--- src/sv/assert_macros.svh ---
// assertion macros shared by the denoise rtl
// expects a clock named clk and a synchronous active-high reset named rst in scope
`ifndef ASSERT_MACROS_SVH
`define ASSERT_MACROS_SVH

// condition must hold at every clock edge outside reset
`define ASSERT_ALWAYS(label, expr, msg) \
  label: assert property (@(posedge clk) disable iff (rst) (expr)) \
    else $error(msg);

// when trig holds, expr must hold at the next clock edge
`define ASSERT_NEXT(label, trig, expr, msg) \
  label: assert property (@(posedge clk) disable iff (rst) (trig) |=> (expr)) \
    else $error(msg);

`endif

--- src/sv/bncd_row_ram.sv ---
// one-bit-wide row store: one write port, one read port with registered data
// no dependencies
module bncd_row_ram #(
  parameter int unsigned DEPTH = 1024
) (
  input  logic                     clk,
  input  logic                     we,
  input  logic [$clog2(DEPTH)-1:0] waddr,
  input  logic                     wdata,
  input  logic                     re,
  input  logic [$clog2(DEPTH)-1:0] raddr,
  output logic                     rdata
);

  logic mem [DEPTH];

  // write and registered read, a read of the address being written sees old data
  always_ff @(posedge clk) begin
    if (we) begin
      mem[waddr] <= wdata;
    end
    if (re) begin
      rdata <= mem[raddr];
    end
  end

endmodule

--- config.mk ---
export PLATFORM = sky130hd
export DESIGN_NAME = bncd_row_ram
export DESIGN_NICKNAME = d
export VERILOG_FILES = /design/src/sv/assert_macros.svh /design/src/sv/bncd_row_ram.sv
export SDC_FILE = /design/constraint.sdc
export NUM_CORES = 1
export LEC_CHECK = 0
export ABC_CLOCK_PERIOD_IN_PS = 3600
export BUFFER_PORTS_ARGS = -buffer_cell sky130_fd_sc_hd__buf_2
export CAP_MARGIN = 15
export CORE_ASPECT_RATIO = 1.2
export CORE_MARGIN = 1.5
export CORE_UTILIZATION = 30
export CTS_BUF_LIST = sky130_fd_sc_hd__clkbuf_8 sky130_fd_sc_hd__clkbuf_16
export CTS_CLUSTER_DIAMETER = 30
export DETAILED_ROUTE_END_ITERATION = 16
export PLACE_DENSITY = 0.41
export RECOVER_POWER = 100
export SYNTH_ARGS = -nofsm -noshare
export SYNTH_HDL_FRONTEND = slang
export SYNTH_SLANG_ARGS = --single-unit
export TNS_END_PERCENT = 30
--- constraint.sdc ---
create_clock -name clk -period 3.6 [get_ports clk]
set_input_delay 0.54 -clock clk [delete_from_list [all_inputs] [get_ports clk]]
set_output_delay 0.54 -clock clk [all_outputs]
set_load 0.1 [all_outputs]
## Word-level counts from Yosys, hierarchy flattened

Memory sizes are Yosys's and may differ from the RTL's. A register that Yosys moved wholly into a read port is not among the register bits.
Cells that the tools add are included.

| word-level totals | value |
|---|---|
| RAM bits | 1024 |
| output and inout bits | 1 |
| logic and storage cells | 3 |
| bits of input ports | 24 |
| register bits | 0 |
| memories kept | 1 |

| operators by class | value |
|---|---|
| multiplexer cells | 2 |

Memory list:

| memory | depth | width | rd ports | clocked after memory_dff | write ports | RTL line | source |
|---|---|---|---|---|---|---|---|
| mem | 1024 | 1 | 1 | 1 | 1 | bncd_row_ram.sv:15 | `logic mem [DEPTH];` |

Operators with widths:

| operator | count |
|---|---|
| 1-bit two-way mux | 2 |

## Longest topological paths before layout

| depth | value |
|---|---|
| depth after elaboration | 2 |
| mapped depth | 15 |
| gate-level depth less buffers | 8 |

## Worst setup path before layout

No wires, ideal clock.

| timing | value |
|---|---|
| path kind | input-to-reg |
| from | in raddr[0] |
| to | reg rdata (read register of mem) (data pin) |
| data arrival time | 2677 ps |
| library setup time | 275 ps |
| buffers on the path | 4 |
| cell stages on the path | 10 |
| setup slack | 648 ps |
| required time | 3325 ps |
| path through | buf_6 > buf_12 > buf_12 > buf_2 > mux4_2 > mux4_2 > a211oi_1 > nor2_1 > o311ai_1 > o2111ai_1 |

RTL lines:

| item | RTL line | source |
|---|---|---|
| start, declared | bncd_row_ram.sv:11 | `input logic [$clog2(DEPTH)-1:0] raddr,` |
| end, declared | bncd_row_ram.sv:12 | `output logic rdata` |

## Final worst setup path

| timing | value |
|---|---|
| from | in waddr[1] |
| to | mem mem[113] (enable) |

RTL lines:

| item | RTL line | source |
|---|---|---|
| start, declared | bncd_row_ram.sv:8 | `input logic [$clog2(DEPTH)-1:0] waddr,` |
| end, declared | bncd_row_ram.sv:15 |  |

No word-level cell before the write port.

==> flow_summary.ini <==
[status]
status = finished with violations
failed_checks = max-capacitance violations, max-slew violations

[die]
fp-row-count = 154
core_um2 = 147400
start_util = 0.3030
ios = 25
die_h_um = 425.7
die_area_um2 = 151200
fp.dieW_um = 355.2

[routing]
first_pass_iters = 5
remaining_drc_errors = 0
wire_per_inst_um = 27.99
postRouteAntennaNets = 0
wl_um = 150300
drt_iter0_markers = 2627
route.vias.total = 27800
vias_per_cell = 5.176

[synth]
synth_warnings = 0
ys_ff_latch = 1025
synth_top_area_cell = edfxtp_1
synthFlopType = edfxtp_1
synth_edf_count = 1025
synth_nets = 3136
ys_types = 55
async_reset_ff_frac = 0
ys_seq_area_frac = 0.6891
yosys.area.top_type_share = 0.6891
synth_area_leaders = edfxtp_1, mux4_2, nor2_1
synth_cells = 3112
avgSynthCellArea_um2 = 14.35
synthesis.area_um2 = 44670

[power_and_ir_drop]
p_seq_frac = 0.393
pwr-share-comb = 0.044
switching_share = 0.2254
p_total_uw = 33560
p_int_uw = 26000
p_leak_uw = 0.01687
net-switching-power_uw = 7565
power_density_nw_per_um2 = 615.4
pwr-share-clk = 0.563
vdd_drop_max_v = 0.0004511

[setup_path]
end_kind = register
cp_slowest_cell = clkbuf_2
rrSetupSlack_ns = 0.75
cp-start-kind = primary input
path_class = primary input to register
crit_required_ns = 4.08
cp_cell_sequence = clkbuf_1 -> nor2b_1 -> clkbuf_1 -> clkbuf_1 -> nand3_2 -> clkbuf_2 -> nor2_1
cp_max_fo = 31
crit_arrival_ns = 3.72
slowest_delay_ns = 1.00
crit_top_cell = clkbuf_1

[placement]
routabilityCongestion = 0.8081
io_buffer_count = 24
dp_hpwl_um = 84640

[global_route]
grt_pass1_vias = 29020
grt_max_degree = 183
grt_overflow = 0
grt_pass1_wl_um = 213200
track_usage = 0.1995
antenna_found_initial = 9

[clock_network]
h-tree-depth = 4
numCtsBuffers = 197
clock_path_buffers = 3
clk_latency_ns = 0.80
cts.root.buffer_cell = clkbuf_16
cts_sinks = 1025
cts_tree = done
cts.clk_slew.worst_paths_ns = 0.05
cts_setup_buffers = 0

[sta]
setup_violations = 0
fin_crit_sh = 0.9007
tightest_slew_ns = 2.306
maxSlewHeadroom = -0.5371
min_period_ns = 3.242
fin_tns_setup_ns = 0
fmax_mhz = 308.4
drv_slew = 675
skew_ns = 0.02210
rsz0062_at_grt = no
hold_violations = 0

[final_layout]
layout_common_cells = nor2_1, edfxtp_1, mux4_2, clkbuf_16, buf_4
fin_nets = 3271
final_layout_size_suffix_gt1_frac = 0.2224
areaGrowthSynthToFinish_pct = 22.12
fillers = 14040
final_common_cell = nor2_1

[min_path]
hold_class = primary input to register

[job]
max_cap_violations = 22
[state kept, by name, indices dropped and copies added (netlist names)]
name and cells:
rdata 1, mem 1024
[Yosys cell counts, types with 17 or more instances]
library cell  number
nor2_1          1036
edfxtp_1        1025
mux4_2           200
clkbuf_1         186
mux2i_1          123
nand2_1           86
buf_1             57
o221ai_1          49
a21oi_1           37
nand3_1           37
nor3_1            37
o22ai_1           28
buf_2             19
buf_6             18
a22oi_1           17
[power by group through the flow]
| stage | sequential [µW] | combinational (µW) | clock (µW) |
|---|---|---|---|
| final | 13200 | 1480 | 18900 |
| after detailed placement | 13400 | 1510 | 0 |
| after floorplan | 13400 | 760 | 0 |
| after global routing | 13200 | 1570 | 19700 |
| after CTS | 13200 | 1520 | 19200 |
| after global placement | 13400 | 1490 | 0 |
[routing by layer]
metal  vias up  share of wire  global-route usage
met3       267          0.051             0.03340
li1      11870              -                   -
met4         4          0.028             0.06218
met1     14800           0.40              0.2419
met5         -        0.00017                   0
met2       851           0.52              0.3597
[final cells by class]
class                      instances  area [µm²]  area share
tap                             1950        2440     0.04473
sequential                      1025       30780      0.5643
clock buffer                     199        4980     0.09130
timing repair buffer             239        1864     0.03418
inverter                           6       22.52   0.0004129
multi-input combinational       1778       12490      0.2291
clock inverter                   171        1959     0.03592
antenna                            2       5.005  0.00009176
[critical path, delay by kind of cell]
family | cells | cell delay [ns]
buffers and inverters | 4 | 1.98
and+or+nand+nor | 3 | 1.11
[path summary, 6_finish.rpt]
kind	start	endpoint	cells past startpoint
worst max register to register	mem[437]	rdata	7
worst min register to register	mem[545]	rdata	8
worst min-delay path	waddr[4]	mem[703]	3
worst max-delay path	waddr[1]	mem[113]	7
[metrics by stage]
stage | util | setup slack [ns] | std cells | instance area, µm² | hold WS (ns)
2_1_floorplan | - | 0.6482 | 3112 | 44670 | 0.6389
3_3_place_gp | 0.3258 | -0.04737 | 4997 | 48020 | 0.7641
3_5_place_dp | 0.3258 | -0.04223 | 4997 | 48020 | 0.7629
4_1_cts | 0.3729 | 0.7505 | 5368 | 54970 | 0.2045
5_1_grt | 0.3700 | 0.2820 | 5368 | 54540 | 0.2911
6_report | 0.3700 | 0.3575 | 5370 | 54540 | 0.2883
[repair_timing]
| item | in CTS | in global routing |
|---|---|---|
| hold endpoints to repair | 1 | 0 |
| hold buffers | 1 | 0 |
| gates resized for setup | 0 | 0 |
| endpoints found under the setup margin | 0 | 0 |
[kinds of logic (layout without fill, tap and decap cells)]
group | count (synthesis) | count (layout) | synth area share
multiplexers | 340 | 340 | 0.1374
buffers and inverters | 309 | 615 | 0.03297
AO/OA/AOI/OAI | 178 | 178 | 0.02829
other | 0 | 2 | 0
flip-flops | 1025 | 1025 | 0.6891
AND/OR/NAND/NOR | 1260 | 1260 | 0.1122
Note: power is estimated with default switching activity, not from simulation.
