--- config.mk ---
export PLATFORM = sky130hd
export DESIGN_NAME = bncd_out_queue
export DESIGN_NICKNAME = d
export VERILOG_FILES = /design/src/sv/bncd_pkg.sv /design/src/sv/bncd_out_queue.sv
export VERILOG_INCLUDE_DIRS = /design/src /design/src/sv
export SDC_FILE = /design/constraint.sdc
export NUM_CORES = 1
export LEC_CHECK = 0
export ABC_AREA = 1
export BUFFER_PORTS_ARGS = -buffer_cell sky130_fd_sc_hd__buf_4
export CORE_AREA = 3 3 90 58
export CTS_CLUSTER_SIZE = 24
export DETAILED_ROUTE_END_ITERATION = 12
export DIE_AREA = 0 0 93 61
export GPL_ROUTABILITY_DRIVEN = 0
export MAX_ROUTING_LAYER = met4
export PLACE_DENSITY_LB_ADDON = 0.15
export SLEW_MARGIN = 20
export SYNTH_ARGS = -nofsm -noshare
export SYNTH_HDL_FRONTEND = slang
export SYNTH_SLANG_ARGS = --single-unit
export TNS_END_PERCENT = 10
--- constraint.sdc ---
create_clock -name clk -period 2.1 [get_ports clk]
set_input_delay 0.42 -clock clk [delete_from_list [all_inputs] [get_ports clk]]
set_output_delay 0.42 -clock clk [all_outputs]
set_load 0.005 [all_outputs]
--- src/sv/assert_macros.svh ---
// assertion macros shared by the denoise rtl
// expects a clock named clk and a synchronous active-high reset named rst in scope
`ifndef ASSERT_MACROS_SVH
`define ASSERT_MACROS_SVH

// condition must hold at every clock edge outside reset
`define ASSERT_ALWAYS(label, expr, msg) \
  label: assert property (@(posedge clk) disable iff (rst) (expr)) \
    else $error(msg);

// when trig holds, expr must hold at the next clock edge
`define ASSERT_NEXT(label, trig, expr, msg) \
  label: assert property (@(posedge clk) disable iff (rst) (trig) |=> (expr)) \
    else $error(msg);

`endif

--- src/sv/bncd_pkg.sv ---
// shared types and constants for the binary neighbour-count denoise block
// no dependencies
package bncd_pkg;

  // register index, byte address is 4 times the index
  typedef enum logic [2:0] {
    REG_THRESHOLD = 3'd0,
    REG_WIDTH     = 3'd1,
    REG_HEIGHT    = 3'd2,
    REG_FILL      = 3'd3,
    REG_CLEAR     = 3'd4
  } reg_idx_t;

  // register reset values
  localparam logic [7:0]  THRESHOLD_RESET = 8'd98;
  localparam logic [10:0] WIDTH_RESET     = 11'd1024;
  localparam logic [10:0] HEIGHT_RESET    = 11'd1024;
  localparam logic [3:0]  FILL_RESET      = 4'd5;
  localparam logic [3:0]  CLEAR_RESET     = 4'd1;

  // input kinds
  localparam logic KIND_PIXEL = 1'b0;
  localparam logic KIND_FLUSH = 1'b1;

  // output pixel codes
  localparam logic [7:0] PIX_BLACK = 8'd0;
  localparam logic [7:0] PIX_WHITE = 8'd255;

  // row store identifiers, three physical stores rotate through roles
  typedef logic [1:0] bank_t;
  localparam bank_t BANK_0 = 2'd0;
  localparam bank_t BANK_1 = 2'd1;
  localparam bank_t BANK_2 = 2'd2;

  // result queue depth, power of two
  localparam int unsigned QUEUE_DEPTH = 4;

  typedef struct packed {
    logic [7:0] pixel;
    logic       frame_end;
  } result_t;

  // up to two results pushed per cycle, first one goes out first
  typedef struct packed {
    logic [1:0] cnt;
    result_t    first;
    result_t    second;
  } push_t;

  function automatic logic [7:0] to_pixel(input logic white);
    return white ? PIX_WHITE : PIX_BLACK;
  endfunction

endpackage

--- src/sv/bncd_out_queue.sv ---
// result queue: takes up to two results per cycle, hands out one per transaction
// depends on bncd_pkg and assert_macros.svh
`include "assert_macros.svh"

module bncd_out_queue (
  input  logic              clk,
  input  logic              rst,
  input  bncd_pkg::push_t   push,
  output logic              room,
  output logic              out_valid,
  input  logic              out_stall,
  output bncd_pkg::result_t out_data
);

  localparam int unsigned DEPTH = bncd_pkg::QUEUE_DEPTH;
  localparam int unsigned PW    = $clog2(DEPTH);
  localparam int unsigned CW    = $clog2(DEPTH + 1);

  bncd_pkg::result_t entries [DEPTH];
  logic [PW-1:0] head;
  logic [PW-1:0] tail;
  logic [CW-1:0] count;
  logic [CW-1:0] count_next;
  logic          pop;

  // head entry is the output, it only moves on a completed transaction
  assign out_valid = count != '0;
  assign out_data  = entries[head];
  assign pop       = out_valid && !out_stall;
  assign room      = count <= CW'(DEPTH - 2);

  always_comb begin
    count_next = count + CW'(push.cnt) - CW'(pop);
  end

  // entry storage
  always_ff @(posedge clk) begin
    if (push.cnt != 2'd0) begin
      entries[tail] <= push.first;
    end
    if (push.cnt == 2'd2) begin
      entries[tail + PW'(1)] <= push.second;
    end
  end

  // pointers and fill level
  always_ff @(posedge clk) begin
    if (rst) begin
      head  <= '0;
      tail  <= '0;
      count <= '0;
    end else begin
      tail  <= tail + PW'(push.cnt);
      count <= count_next;
      if (pop) begin
        head <= head + PW'(1);
      end
    end
  end

  `ASSERT_ALWAYS(push_needs_room, (push.cnt == 2'd0) || room, "push without room in result queue")
  `ASSERT_ALWAYS(count_in_range, count <= CW'(DEPTH), "result queue overfilled")
  `ASSERT_NEXT(pop_drains_one, pop && (push.cnt == 2'd0), count == $past(count) - CW'(1), "pop did not drain one entry")

endmodule

==> Word-level counts from Yosys, hierarchy flattened <==
Memories as Yosys holds them, arrays and structs flattened. A register that Yosys moved wholly into a read port is not among the register bits.
Index checks and enable logic that the tools add are counted.
{ "op_classes": {"addsub": 5, "reduce_logical": 4, "n_lt_le_gt_ge": 1, "muxes": 6, "eq_ne": 1} }
{ "op_table": {"columns": ["cell", "count"], "rows": [
  ["$add A2 B1 Y2 const B", 2],
  ["$mux W1", 4],
  ["$mux W2", 2],
  ["$add A3 B2 Y3", 1],
  ["$le A3 B2 Y1 const B", 1],
  ["$reduce_bool A3 Y1", 1],
  ["$sub A3 B1 Y3", 1],
  ["$add A2 B2 Y2", 1],
  ["$eq A2 B2 Y1 const B", 1],
  ["$reduce_bool A2 Y1", 1],
  ["$logic_and A1 B1 Y1", 1],
  ["$logic_not A1 Y1", 1]
]} }
{ "word_totals": {"mem_count": 1, "word_cells": 21, "reg_bits": 7, "out_inout_bits": 11, "ram_bits": 36, "inputBits": 23} }
{ "mem_list": {"columns": ["name", "depth", "word_bits", "rd", "rd_clocked_by_memory_dff", "write_ports", "line_no", "text"], "rows": [
  ["entries", 4, 9, 1, 1, 2, "bncd_out_queue.sv:19", "bncd_pkg::result_t entries [DEPTH];"]
]} }

==> Depth between registers and ports, before layout <==
{ "depth": {"ltp_word": 4, "depth_mapped": 10, "depth_no_buf": 10} }

==> Worst setup path after synthesis <==
Ideal clock, no wire load.
{ "synth_path": {"path_type": "register to register", "from": "reg tail[0]", "to": "mem entries[1][0] in the netlist's numbering, enable pin", "n_path_buf": 0, "stages_incl_launch_ff": 3, "required_ps": 1710, "period_less_slack_ps": 1809, "arrival_ps": 1419, "setup_ps": 390, "setup_slack_ps": 291, "path_cell_list": "dfxtp_1 > inv_2 > o31ai_1"} }
{ "synth_lines": {"columns": ["item", "line_no", "text"], "rows": [
  ["start: declaration", "bncd_out_queue.sv:21", "logic [PW-1:0] tail;"],
  ["start signal: assignment", "bncd_out_queue.sv:53", "tail <= tail + PW'(push.cnt);"],
  ["end: declaration", "bncd_out_queue.sv:19", null]
]} }

==> impl_metrics.env <==
export IMPL_crit_path_max_fanout=18
export IMPL_numCtsBuffers=5
export IMPL_startpoint_type="flop"
export IMPL_ys_seq_elements=45
export IMPL_fin_setup_tns_ps=0
export IMPL_vias_per_cell=5.07
export IMPL_drtPass1Iterations=4
export IMPL_path_class="reg -> out"
export IMPL_yosys_area_top_type="edfxtp_1"
export IMPL_stdcell_area_sq_um=2830
export IMPL_drtAntennaViolNets=0
export IMPL_grt_pass1_vias=1595
export IMPL_busiest_layer="met2"
export IMPL_cts_resized=0
export IMPL_p_leak_nw=1.20
export IMPL_slew_violations=0
export IMPL_ys_types=20
export IMPL_hold_class="in -> reg"
export IMPL_fp_dieW_um=93
export IMPL_max_clock_freq_ghz=0.525
export IMPL_cts_root_buf="clkbuf_8"
export IMPL_whs_path_depth=2
export IMPL_drv_cap=0
export IMPL_setup_viol=0
export IMPL_drive_gt1_frac=0.331
export IMPL_worstSetupEndpointType="output pin"
export IMPL_min_period_ps=1910
export IMPL_hold_violations=0
export IMPL_rr_worst_depth=10
export IMPL_required_ps=1680
export IMPL_finClkSkew_ps=3.94
export IMPL_antenna_found_initial=0
export IMPL_synth_area_leaders="edfxtp_1, o21ai_2, dfxtp_1"
export IMPL_min_to="count[2]"
export IMPL_die_area_sq_um=5670
export IMPL_yosysSeqAreaShare=0.522
export IMPL_io_buffers=33
export IMPL_avgRoutedWirePerCell_um=13.8
export IMPL_powerDensity_nw_per_um2=889
export IMPL_fin_nets=311
export IMPL_rr_endpoint="count[2]"
export IMPL_hold_path_startpoint="rst"
export IMPL_grtUsageTotal=0.190
export IMPL_cts_sinks=45
export IMPL_io_pin_count=34
export IMPL_rsz0062_at_grt="no"
export IMPL_ys_warnings_count=0
export IMPL_syn_avg_cell_area_sq_um=10.1
export IMPL_r2r_start="count[2]"
export IMPL_synth_top_area_frac=0.448
export IMPL_area_growth_pct=17.0
export IMPL_use_met1=0.247
export IMPL_synthCells=240
export IMPL_dpl_hpwl_um=3510
export IMPL_tightest_slew_ps=524
export IMPL_cts_max_level=2
export IMPL_irDropWorstVdd_v=0.000346
export IMPL_fin_crit_sh=0.907
export IMPL_place_area_sq_um=2740
export IMPL_n_antenna_cell=0
export IMPL_status="completed"
export IMPL_clock_path_buffers=2
export IMPL_grt_ovfl_total=0
export IMPL_path_clk_slew_ps=80
export IMPL_drc=0
export IMPL_clock_latency_ps=300
export IMPL_r2r_setup_slack_ps=280
export IMPL_cp_arrival_ps=1490
export IMPL_grt_pass1_wl_um=7670
export IMPL_max_slew_margin=0.650
export IMPL_drt_wl_total_um=4800
export IMPL_core_sq_um=4470
export IMPL_cts_tree="done"
export IMPL_synth_area_sq_um=2410
export IMPL_hold_buffers=0
export IMPL_syn_nets=268
export IMPL_post_cts_setup_buffer_count=0
export IMPL_first_iter_violations=76
export IMPL_die_h_um=61
export IMPL_vias=1758
export IMPL_num_rows=19
export IMPL_start_util=0.540
export IMPL_globalRouteMet3Util=0.0397
export IMPL_grt_start_max_net_pins=19
export IMPL_grtUsageMet2=0.301
## cells in the mapped netlist
cell       n
nand2_1   47
edfxtp_1  36
o21ai_2   36
nor2_1    28
inv_1     24
o21ai_0   18
dfxtp_1    9
o22ai_1    9
a21oi_1    6
ha_1       4
nand3_4    4
o31ai_1    4
buf_8      3
inv_2      3
nand3_1    3
buf_2      2
buf_4      1
buf_6      1
fa_1       1
nor2_8     1
## cells in the final DEF (no fill, tap or decap), drive strengths merged
master and count:
o21ai 54, nand2 47, buf 43, edfxtp 36
nor2 29, inv 27, o22ai 9, dfxtp 9
nand3 7, a21oi 6, clkbuf 6, o31ai 4
ha 4, clkinv 2, fa 1
## cell type report
cell class                 count  area [sq um]
fill                         398          1640
clock inverter                 2          10.0
tap                           63          78.8
sequential                    45          1260
inverter                      27           101
multi-input combinational    161           978
clock buffer                   6          72.6
timing repair buffer          43           323
## cells by family (layout without fill, tap and decap cells)
family	count (synthesis)	after routing	share of synthesized area
fa+ha+maj	5	5	0.0290
simple gates	83	83	0.160
buf+inv	34	78	0.0725
compound gates	73	73	0.216
flops	45	45	0.522
## report_power, final
part | total [W] | internal (W) | switching (W)
registers | 0.00115 | 0.00109 | 0.0000542
clock network | 0.000510 | 0.000231 | 0.000279
logic | 0.000857 | 0.000371 | 0.000486
total | 0.00251 | 0.00169 | 0.000819
## state kept, by name, indices dropped and copies added (netlist names), named ones only
register  count
entries      36
count         3
head          2
tail          2
## per-layer routing
metal  wire (um)  up-vias
li1            -      918
met1        2160      784
met2        2240       49
met3         323        7
met4          69        0
met5           0        -
## critical path, stage by stage (launching register included)
cell and delay (ps):
dfxtp_1 310, inv_1 390, o21ai_0 160, o22ai_1 180
buf_4 150
## through the flow
step / util / cells / worst slack [ps] / hold slack, ps / total power [W]
finish: 0.632 / 347 / 195 / 313 / 0.00251
global route: 0.632 / 347 / 61.8 / 320 / 0.00266
CTS: 0.632 / 347 / 168 / 308 / 0.00253
detailed placement: 0.614 / 339 / 200 / 484 / 0.00203
global placement: 0.614 / 339 / 340 / 469 / 0.00199
floorplan: - / 240 / 291 / 448 / 0.00167
## worst max path at each step
stage,to,slack [ps],cells after the start
finish,out_data[4],190,4
global route,out_data[4],60,4
CTS,out_data[4],170,4
detailed placement,count[2],200,10
global placement,count[2],340,10
floorplan,entries[1][0],290,2
Power figures use the tool's default switching activity.
